**src/rtl/core/avsdp_pkg.sv**
```systemverilog
// shared types and codes of the container demux parser
package avsdp_pkg;

    localparam int unsigned DATA_W = 8;
    localparam int unsigned KIND_W = 3;

    // result kinds
    localparam logic [KIND_W-1:0] KIND_VIDEO  = 3'd0;
    localparam logic [KIND_W-1:0] KIND_AUDIO  = 3'd1;
    localparam logic [KIND_W-1:0] KIND_AFMT   = 3'd2;
    localparam logic [KIND_W-1:0] KIND_EOS    = 3'd3;
    localparam logic [KIND_W-1:0] KIND_FMTERR = 3'd4;

    // block types
    localparam logic [7:0] BT_VIDEO   = 8'h01;
    localparam logic [7:0] BT_AUDIO   = 8'h02;
    localparam logic [7:0] BT_PALETTE = 8'h03;

    // header lengths
    localparam logic [15:0] BLOCK_HDR_LEN = 16'd4;
    localparam logic [15:0] CHUNK_HDR_LEN = 16'd6;
    localparam logic [23:0] CHUNK_TRIM    = 24'd2;

    // configuration register indexes
    localparam logic [7:0] REG_VIDEO_ENABLE = 8'd0;
    localparam logic [7:0] REG_AUDIO_ENABLE = 8'd1;

    // one queue entry: up to four results of the same kind caused by one byte
    typedef struct packed {
        logic [KIND_W-1:0]       kind;
        logic [1:0]              last_idx;
        logic                    pend_last;
        logic [3:0][DATA_W-1:0]  data;
    } res_entry_t;

endpackage

```
**src/rtl/core/avs_container_demux_parser.sv**
```systemverilog
// container demux parser: one byte per cycle in, results one per cycle out
// each result is written into the result queue as the byte that causes it is accepted
// throughput: one byte per cycle while the result queue (QUEUE_DEPTH entries) has room;
// results leave one per cycle with m_tready high; a video or palette header can give four
// reset: aresetn clears the parser to the frame header phase, empties the queue and
// sets both stream enables to 1
module avs_container_demux_parser
    import avsdp_pkg::*;
#(
    parameter int unsigned QUEUE_DEPTH = 4
) (
    input  logic              aclk,
    input  logic              aresetn,
    input  logic              s_tvalid,
    output logic              s_tready,
    input  logic [DATA_W-1:0] s_tdata,   // [7:0] data_byte
    output logic              m_tvalid,
    input  logic              m_tready,
    output logic [DATA_W-1:0] m_tdata,   // [7:0] value
    output logic [3:0]        m_tuser,   // [2:0] kind, [3] packet_end
    output logic              m_tlast,
    input  logic              cfg_valid,
    output logic              cfg_ready,
    input  logic [7:0]        cfg_index,
    input  logic              cfg_data
);

    logic       q_full, q_empty, q_pop, push_valid, in_accept;
    res_entry_t push_entry, q_head;

    assign s_tready  = !q_full;
    assign in_accept = s_tvalid && s_tready;
    assign cfg_ready = 1'b1;

    avsdp_front u_front (
        .aclk       (aclk),
        .aresetn    (aresetn),
        .in_accept  (in_accept),
        .in_byte    (s_tdata),
        .cfg_valid  (cfg_valid),
        .cfg_index  (cfg_index),
        .cfg_data   (cfg_data),
        .push_valid (push_valid),
        .push_entry (push_entry)
    );

    avsdp_queue #(
        .DEPTH (QUEUE_DEPTH)
    ) u_queue (
        .aclk       (aclk),
        .aresetn    (aresetn),
        .push       (push_valid),
        .push_entry (push_entry),
        .pop        (q_pop),
        .full       (q_full),
        .empty      (q_empty),
        .head       (q_head)
    );

    avsdp_back u_back (
        .aclk     (aclk),
        .aresetn  (aresetn),
        .q_empty  (q_empty),
        .q_head   (q_head),
        .q_pop    (q_pop),
        .m_tvalid (m_tvalid),
        .m_tready (m_tready),
        .m_tdata  (m_tdata),
        .m_tuser  (m_tuser),
        .m_tlast  (m_tlast)
    );

endmodule

```
**src/rtl/core/avsdp_front.sv**
```systemverilog
// byte parser: tracks frame and block structure and produces result entries
module avsdp_front
    import avsdp_pkg::*;
(
    input  logic              aclk,
    input  logic              aresetn,
    input  logic              in_accept,
    input  logic [DATA_W-1:0] in_byte,
    input  logic              cfg_valid,
    input  logic [7:0]        cfg_index,
    input  logic              cfg_data,
    output logic              push_valid,
    output res_entry_t        push_entry
);

    typedef enum logic [2:0] {
        PH_FHDR  = 3'd0,
        PH_BHDR  = 3'd1,
        PH_SKIP  = 3'd2,
        PH_VID   = 3'd3,
        PH_PAL   = 3'd4,
        PH_AHDR  = 3'd5,
        PH_ADATA = 3'd6,
        PH_HALT  = 3'd7
    } phase_t;

    phase_t      phase_reg, phase_next;
    logic [15:0] fpos_reg, fpos_next;
    logic [15:0] flen_reg, flen_next;
    logic [2:0]  hc_reg, hc_next;
    logic [31:0] hb_reg, hb_next;
    logic [15:0] br_reg, br_next;
    logic [23:0] ar_reg, ar_next;
    logic        aopen_reg, aopen_next;
    logic        vopen_reg, vopen_next;
    logic        ven_reg, aen_reg;

    logic        e_valid;
    res_entry_t  e;
    logic        do_end, do_acont;
    logic [7:0]  btype;
    logic [15:0] bsize;
    logic [23:0] csize;

    always_comb begin
        phase_next = phase_reg;
        fpos_next  = fpos_reg;
        flen_next  = flen_reg;
        hc_next    = hc_reg;
        hb_next    = hb_reg;
        br_next    = br_reg;
        ar_next    = ar_reg;
        aopen_next = aopen_reg;
        vopen_next = vopen_reg;
        e_valid    = 1'b0;
        e          = '0;
        do_end     = 1'b0;
        do_acont   = 1'b0;
        btype      = '0;
        bsize      = '0;
        csize      = '0;

        if (phase_reg != PH_FHDR && phase_reg != PH_HALT && fpos_reg != 16'hFFFF) begin
            fpos_next = fpos_reg + 16'd1;
        end

        // header byte collection shared by the header phases
        if (phase_reg == PH_FHDR || phase_reg == PH_BHDR || phase_reg == PH_AHDR) begin
            if (hc_reg == 3'd0) begin
                hb_next = '0;
            end
            if (hc_reg < 3'd4) begin
                case (hc_reg[1:0])
                    2'd0: hb_next[7:0]   = in_byte;
                    2'd1: hb_next[15:8]  = in_byte;
                    2'd2: hb_next[23:16] = in_byte;
                    default: hb_next[31:24] = in_byte;
                endcase
            end
            hc_next = hc_reg + 3'd1;
        end

        unique case (phase_reg)
            PH_FHDR: begin
                if (hc_next == 3'd2 && hb_next[15:0] == 16'd0) begin
                    e_valid    = 1'b1;
                    e.kind     = KIND_EOS;
                    phase_next = PH_HALT;
                end else if (hc_next == 3'd4) begin
                    flen_next = hb_next[31:16];
                    fpos_next = 16'd4;
                    do_end    = 1'b1;
                end
            end
            PH_BHDR: begin
                if (hc_next == 3'd4) begin
                    btype   = hb_next[15:8];
                    bsize   = hb_next[31:16];
                    br_next = (bsize < BLOCK_HDR_LEN) ? 16'd0 : bsize - BLOCK_HDR_LEN;
                    hc_next = 3'd0;
                    if (btype == BT_VIDEO && ven_reg) begin
                        e_valid     = 1'b1;
                        e.kind      = KIND_VIDEO;
                        e.last_idx  = 2'd3;
                        e.data      = hb_next;
                        e.pend_last = (br_next == 16'd0);
                        if (br_next == 16'd0) begin
                            vopen_next = 1'b0;
                            do_end     = 1'b1;
                        end else begin
                            vopen_next = 1'b1;
                            phase_next = PH_VID;
                        end
                    end else if (btype == BT_PALETTE && ven_reg) begin
                        e_valid = 1'b1;
                        if (vopen_reg) begin
                            e.kind     = KIND_FMTERR;
                            phase_next = PH_HALT;
                        end else begin
                            e.kind     = KIND_VIDEO;
                            e.last_idx = 2'd3;
                            e.data     = hb_next;
                            vopen_next = 1'b1;
                            if (br_next == 16'd0) begin
                                do_end = 1'b1;
                            end else begin
                                phase_next = PH_PAL;
                            end
                        end
                    end else if (btype == BT_AUDIO && aen_reg) begin
                        do_acont = 1'b1;
                    end else if (br_next == 16'd0) begin
                        do_end = 1'b1;
                    end else begin
                        phase_next = PH_SKIP;
                    end
                end
            end
            PH_SKIP: begin
                br_next = br_reg - 16'd1;
                if (br_next == 16'd0) begin
                    do_end = 1'b1;
                end
            end
            PH_VID, PH_PAL: begin
                br_next     = br_reg - 16'd1;
                e_valid     = 1'b1;
                e.kind      = KIND_VIDEO;
                e.data[0]   = in_byte;
                e.pend_last = (phase_reg == PH_VID) && (br_next == 16'd0);
                if (br_next == 16'd0) begin
                    if (phase_reg == PH_VID) begin
                        vopen_next = 1'b0;
                    end
                    do_end = 1'b1;
                end
            end
            PH_AHDR: begin
                br_next = br_reg - 16'd1;
                csize   = hb_next[31:8];
                if (hc_next == 3'd5) begin
                    e_valid     = 1'b1;
                    e.kind      = KIND_AFMT;
                    e.data[0]   = in_byte;
                    e.pend_last = (csize <= CHUNK_TRIM);
                end else if (hc_next == 3'd6) begin
                    hc_next    = 3'd0;
                    ar_next    = (csize < CHUNK_TRIM) ? 24'd0 : csize - CHUNK_TRIM;
                    aopen_next = (ar_next != 24'd0);
                    do_acont   = 1'b1;
                end
            end
            PH_ADATA: begin
                br_next     = br_reg - 16'd1;
                ar_next     = ar_reg - 24'd1;
                e_valid     = 1'b1;
                e.kind      = KIND_AUDIO;
                e.data[0]   = in_byte;
                e.pend_last = (ar_next == 24'd0);
                if (ar_next == 24'd0) begin
                    aopen_next = 1'b0;
                end
                do_acont = 1'b1;
            end
            PH_HALT: begin
            end
        endcase

        // continue inside an audio block
        if (do_acont) begin
            if (br_next == 16'd0) begin
                do_end = 1'b1;
            end else if (aopen_next) begin
                phase_next = PH_ADATA;
            end else if (br_next < CHUNK_HDR_LEN) begin
                phase_next = PH_SKIP;
            end else begin
                hc_next    = 3'd0;
                phase_next = PH_AHDR;
            end
        end

        // block done: next frame header once the frame length is reached
        if (do_end) begin
            hc_next    = 3'd0;
            phase_next = (fpos_next >= flen_next) ? PH_FHDR : PH_BHDR;
        end
    end

    assign push_valid = in_accept && e_valid;
    assign push_entry = e;

    always_ff @(posedge aclk) begin
        if (!aresetn) begin
            phase_reg <= PH_FHDR;
            fpos_reg  <= '0;
            flen_reg  <= '0;
            hc_reg    <= '0;
            hb_reg    <= '0;
            br_reg    <= '0;
            ar_reg    <= '0;
            aopen_reg <= 1'b0;
            vopen_reg <= 1'b0;
            ven_reg   <= 1'b1;
            aen_reg   <= 1'b1;
        end else begin
            if (in_accept) begin
                phase_reg <= phase_next;
                fpos_reg  <= fpos_next;
                flen_reg  <= flen_next;
                hc_reg    <= hc_next;
                hb_reg    <= hb_next;
                br_reg    <= br_next;
                ar_reg    <= ar_next;
                aopen_reg <= aopen_next;
                vopen_reg <= vopen_next;
            end
            if (cfg_valid) begin
                if (cfg_index == REG_VIDEO_ENABLE) begin
                    ven_reg <= cfg_data;
                end else if (cfg_index == REG_AUDIO_ENABLE) begin
                    aen_reg <= cfg_data;
                end
            end
        end
    end

endmodule

```
**src/rtl/core/avsdp_queue.sv**
```systemverilog
// small register queue of result entries between parser and output stage
module avsdp_queue
    import avsdp_pkg::*;
#(
    parameter int unsigned DEPTH = 4
) (
    input  logic       aclk,
    input  logic       aresetn,
    input  logic       push,
    input  res_entry_t push_entry,
    input  logic       pop,
    output logic       full,
    output logic       empty,
    output res_entry_t head
);

    localparam int unsigned PTR_W = (DEPTH > 1) ? $clog2(DEPTH) : 1;
    localparam int unsigned CNT_W = $clog2(DEPTH + 1);
    localparam logic [PTR_W-1:0] LAST_PTR = PTR_W'(DEPTH - 1);
    localparam logic [CNT_W-1:0] FULL_CNT = CNT_W'(DEPTH);

    res_entry_t        entry_reg [DEPTH];
    logic [PTR_W-1:0]  wr_ptr_reg, wr_ptr_next;
    logic [PTR_W-1:0]  rd_ptr_reg, rd_ptr_next;
    logic [CNT_W-1:0]  cnt_reg, cnt_next;

    assign full  = (cnt_reg == FULL_CNT);
    assign empty = (cnt_reg == '0);
    assign head  = entry_reg[rd_ptr_reg];

    always_comb begin
        wr_ptr_next = wr_ptr_reg;
        rd_ptr_next = rd_ptr_reg;
        cnt_next    = cnt_reg;
        if (push) begin
            wr_ptr_next = (wr_ptr_reg == LAST_PTR) ? '0 : wr_ptr_reg + PTR_W'(1);
        end
        if (pop) begin
            rd_ptr_next = (rd_ptr_reg == LAST_PTR) ? '0 : rd_ptr_reg + PTR_W'(1);
        end
        if (push && !pop) begin
            cnt_next = cnt_reg + CNT_W'(1);
        end else if (pop && !push) begin
            cnt_next = cnt_reg - CNT_W'(1);
        end
    end

    always_ff @(posedge aclk) begin
        if (!aresetn) begin
            wr_ptr_reg <= '0;
            rd_ptr_reg <= '0;
            cnt_reg    <= '0;
        end else begin
            wr_ptr_reg <= wr_ptr_next;
            rd_ptr_reg <= rd_ptr_next;
            cnt_reg    <= cnt_next;
        end
    end

    always_ff @(posedge aclk) begin
        if (push) begin
            entry_reg[wr_ptr_reg] <= push_entry;
        end
    end

endmodule

```
**src/rtl/core/avsdp_back.sv**
```systemverilog
// output stage: walks the results of the head entry one item at a time
module avsdp_back
    import avsdp_pkg::*;
(
    input  logic              aclk,
    input  logic              aresetn,
    input  logic              q_empty,
    input  res_entry_t        q_head,
    output logic              q_pop,
    output logic              m_tvalid,
    input  logic              m_tready,
    output logic [DATA_W-1:0] m_tdata,
    output logic [3:0]        m_tuser,
    output logic              m_tlast
);

    logic [1:0] sub_reg, sub_next;
    logic       is_last;
    logic       out_acc;

    assign is_last  = (sub_reg == q_head.last_idx);
    assign m_tvalid = !q_empty;
    assign out_acc  = m_tvalid && m_tready;
    assign q_pop    = out_acc && is_last;
    assign m_tdata  = q_head.data[sub_reg];
    assign m_tuser  = {is_last && q_head.pend_last, q_head.kind};
    assign m_tlast  = is_last;

    always_comb begin
        sub_next = sub_reg;
        if (out_acc) begin
            sub_next = is_last ? 2'd0 : sub_reg + 2'd1;
        end
    end

    always_ff @(posedge aclk) begin
        if (!aresetn) begin
            sub_reg <= '0;
        end else begin
            sub_reg <= sub_next;
        end
    end

endmodule

```
**config.mk**
```make
export PLATFORM = sky130hd
export DESIGN_NAME = avs_container_demux_parser
export DESIGN_NICKNAME = d
export VERILOG_FILES = /design/src/rtl/core/avsdp_pkg.sv /design/src/rtl/core/avs_container_demux_parser.sv /design/src/rtl/core/avsdp_front.sv /design/src/rtl/core/avsdp_queue.sv /design/src/rtl/core/avsdp_back.sv
export SDC_FILE = /design/constraint.sdc
export NUM_CORES = 1
export LEC_CHECK = 0
export ABC_AREA = 1
export BUFFER_PORTS_ARGS = -buffer_cell sky130_fd_sc_hd__clkbuf_2
export CORE_ASPECT_RATIO = 1.5
export CORE_UTILIZATION = 48
export CTS_CLUSTER_DIAMETER = 200
export DETAILED_ROUTE_END_ITERATION = 10
export PLACE_DENSITY = 0.7
export SYNTH_ARGS = -nofsm -noshare
export SYNTH_HDL_FRONTEND = slang
export SYNTH_SLANG_ARGS = --single-unit
```
**constraint.sdc**
```tcl
create_clock -name aclk -period 7.7 [get_ports aclk]
set_input_delay 1.925 -clock aclk [delete_from_list [all_inputs] [get_ports aclk]]
set_output_delay 1.925 -clock aclk [all_outputs]
set_load 0.01 [all_outputs]
```
==> summary.md <==
| Metric | Value |
|---|---|
| Sequential-to-total area share from yosys stat | `44.5%` |
| Final net count | `2116` |
| Reg2reg setup slack | `2.71 ns` |
| Fill count | `3018` |
| Commonest non-fill, non-tap cells in the layout | `nand2_1 (423), nor2_1 (266), inv_1 (226)` |
| Chip height | `223 microns` |
| Core area | `0.0319 sq mm` |
| Mapped Area | `0.0156 sq mm` |
| Final Util | `53.5%` |
| Post-Route Setup TNS | `0 ns` |
| Commonest non-fill, non-tap cell in the layout | `nand2_1` |
| Pin count of the biggest net entering global routing | `89` |
| Pins Over Slew Limit | `0` |
| Drt total wl | `45600 microns` |
| Slew Limit Headroom | `23.5%` |
| # H-tree levels | `1` |
| Asr flop ratio synth | `0%` |
| Ant. Diodes | `0` |
| Gr usage total | `27.7%` |
| Highest Clock Rate | `201 MHz` |
| Worst setup margin | `2.71 ns` |
| DPL Wire Length | `32800 microns` |
| Critical Path Slowest Stage Cell | `nor2_4` |
| Synth cell types | `63` |
| Flip-flop count of the largest register after layout | `148` |
| Crit-path cells | `inv_1 -> nand2_4 -> nand2_4 -> nand2_1 -> nand2_1 -> o21ai_0 -> inv_1 -> nor4_1 -> nand4_1 -> nor3_1 -> inv_1 -> nand4_1 -> nand2_1 -> nor2_4` |
| Post-synth top flop | `edfxtp_1` |
| DIE AREA | `0.0332 sq mm` |
| Buf/Inv on CP | `3` |
| Layout cell share with drive strength beyond 1 | `8.36%` |
| Worst EP arrival | `5.15 ns` |
| Cts hold-fix bufs | `0` |
| Dpl ws | `2.30 ns` |
| Top delay family on crit path | `simple AND/OR/NAND/NOR gates` |
| Clock insertion delay at the later pin of the skew report | `0.55 ns` |
| Data required, critical path | `7.87 ns` |
| Setup violators final | `0` |
| Max-cap violations | `0` |
| Avg Vias per Cell | `5.67` |
| #FFs+latches synth | `273` |
| Multi-input combinational cell area | `0.00748 sq mm` |
| Sequential cell area | `0.00695 sq mm` |
| Chip Width | `149 microns` |
| Post_cts resized | `0` |
| Status | `finished, final reports clean` |
| Crit end category | `register` |
| Initial antenna violation count | `0` |
| Pleak | `0.00759 uW` |
| HP Start | `u_front.ar_reg[23]$_SDFFE_PN0P_` |
| Synth-to-Final Area Change | `9.57%` |
| Io pins | `38` |
| Vias in the first global route | `13600` |
| Post-synth EDFFs | `148` |
| Reg2Reg Depth | `14` |
| Max VDD drop | `0.168 mV` |
| TritonCTS clock tree | `built` |
| Critical Path Fanout Max | `37` |
| Yosys warning count | `0` |
| Via Count | `14100` |
| Post-CTS setup buffers | `0` |
| Port bufs | `36` |
| Router iterations before antenna repair | `6` |
| Clock sinks | `273` |
| Tmin final | `4.99 ns` |
| # DRC | `0` |
| Worst r2r src | `u_front.phase_reg[2]$_SDFFE_PN0P_` |
| Setup crit start kind | `register` |
| RSZ-0062 raised after global routing | `false` |
| Cells after Synth | `2046` |
| Sink of the worst hold path | `u_front.ar_reg[23]$_SDFFE_PN0P_` |
| Initial Util | `48.9%` |
| Detailed-route wire length per cell | `18.3 microns` |
| Clock transition at path regs | `0.07 ns` |
| Total congestion overflow | `0` |
| Root buffer cell | `clkbuf_16` |
| Clock skew | `0.0111 ns` |
| Initial drt markers | `1056` |
| Final hold viol count | `0` |
| Fin crit share | `64.8%` |
| Routed Antenna Nets | `0` |
| First-pass GRT wire length | `71600 microns` |
| Mapped Avg Cell Area | `7.63 sq um` |
| Worst Hold Class | `register to register` |
| Num rows | `80` |
| Worst path max stage delay | `0.99 ns` |
| Worst-Margin Slew | `1.14 ns` |
| Number of CTS-inserted buffers | `26` |
| Hold Crit Depth | `2` |
| Max clock buf depth | `3` |
| Power density over the cells | `210 mW/mm^2` |
| RR Endpoint | `u_queue.entry_reg[1][4]$_DFFE_PP_` |
| Final Total Pwr | `3590 uW` |
| WS Path Type | `register to register` |
| Gpl congestion | `0.993` |
==> worst min-delay path, stage by stage, from the launching register on <==
cell and delay (ns):
dfxtp_1 0.31, nand2_1 0.06, a21oi_1 0.05
==> routing by layer <==
layer	up-vias	global-route usage, %	part of all wire (%)
met3	172	3.04	5.0
met2	508	49.6	51
li1	6886	-	-
met1	6560	30.2	37
met5	-	0	0
met4	0	19.0	7.4
==> cells by family (layout without fill, tap and decap cells) <==
group                    after synthesis  in the layout  share of synthesized area [%]
XOR/XNOR                              42             42                           2.41
flip-flops                           273            273                           44.5
buffers and inverters                326            338                           8.34
adder cells (fa/ha/maj)               33             33                           2.69
AND/OR/NAND/NOR                      937            937                           25.9
other                                  2             25                         0.0481
AO/OA/AOI/OAI                        433            433                           16.1
==> worst max-delay path by stage <==
stage | endpoint | slack, ns | cells after the start | start
5_1_grt | u_queue.entry_reg[1][19]$_DFFE_PP_ | 2.29 | 14 | u_front.phase_reg[2]$_SDFFE_PN0P_
2_1_floorplan | u_queue.entry_reg[0][0]$_DFFE_PP_ | 2.45 | 11 | s_tdata[5]
3_5_place_dp | u_queue.entry_reg[1][11]$_DFFE_PP_ | 2.30 | 14 | s_tdata[3]
3_3_place_gp | u_queue.entry_reg[1][2]$_DFFE_PP_ | 2.36 | 14 | s_tdata[3]
4_1_cts | m_tdata[6] | 2.76 | 8 | register
6_report | u_queue.entry_reg[1][4]$_DFFE_PP_ | 2.71 | 14 | u_front.phase_reg[2]$_SDFFE_PN0P_
==> power by group <==
part / leakage [uW] / switching (uW) / internal (uW)
Clock: 0.000452 / 592 / 844
Combinational: 0.00464 / 417 / 162
Sequential: 0.00249 / 22.1 / 1550
Total: 0.00759 / 1030 / 2550
==> cell usage after synthesis (5+ instances only) <==
| library cell | number | area [sq um] |
|---|---|---|
| nor2_1 | 271 | 1020 |
| nand4_1 | 46 | 288 |
| nor2_2 | 10 | 62.6 |
| o21ai_0 | 189 | 946 |
| dfxtp_1 | 125 | 2500 |
| ha_1 | 32 | 400 |
| buf_2 | 7 | 35.0 |
| a21oi_1 | 110 | 551 |
| o211ai_1 | 42 | 315 |
| a211oi_1 | 8 | 60.1 |
| xor2_1 | 33 | 289 |
| inv_1 | 227 | 852 |
| a221oi_1 | 10 | 87.6 |
| nor2_4 | 5 | 56.3 |
| buf_1 | 7 | 26.3 |
| nor4_1 | 7 | 43.8 |
| xnor2_1 | 8 | 70.1 |
| edfxtp_1 | 148 | 4440 |
| inv_2 | 9 | 33.8 |
| nand3_1 | 111 | 556 |
| o21ai_1 | 12 | 60.1 |
| nand3_2 | 5 | 50.1 |
| nand2_2 | 15 | 93.8 |
| nor3_1 | 25 | 125 |
| nand2_1 | 424 | 1590 |
| clkbuf_1 | 62 | 233 |
| o22ai_1 | 35 | 219 |
==> area by class of cell <==
type	count	share of cell area [%]
multi-input cells	1470	43.8
clock buffers	30	3.95
well taps	410	3.00
inverters	239	5.26
repair buffers	51	1.71
flip-flops and latches	273	40.6
clock inverters	18	1.67
==> through the flow <==
step	instances	hold WS [ns]	area (sq um)
finish	2491	0.466	17100
global route	2491	0.487	17100
CTS	2491	0.471	17100
detailed placement	2443	0.461	16100
global placement	2443	0.457	16100
floorplan	2069	0.445	15700
No activity file was read; power rests on OpenSTA's default activity.
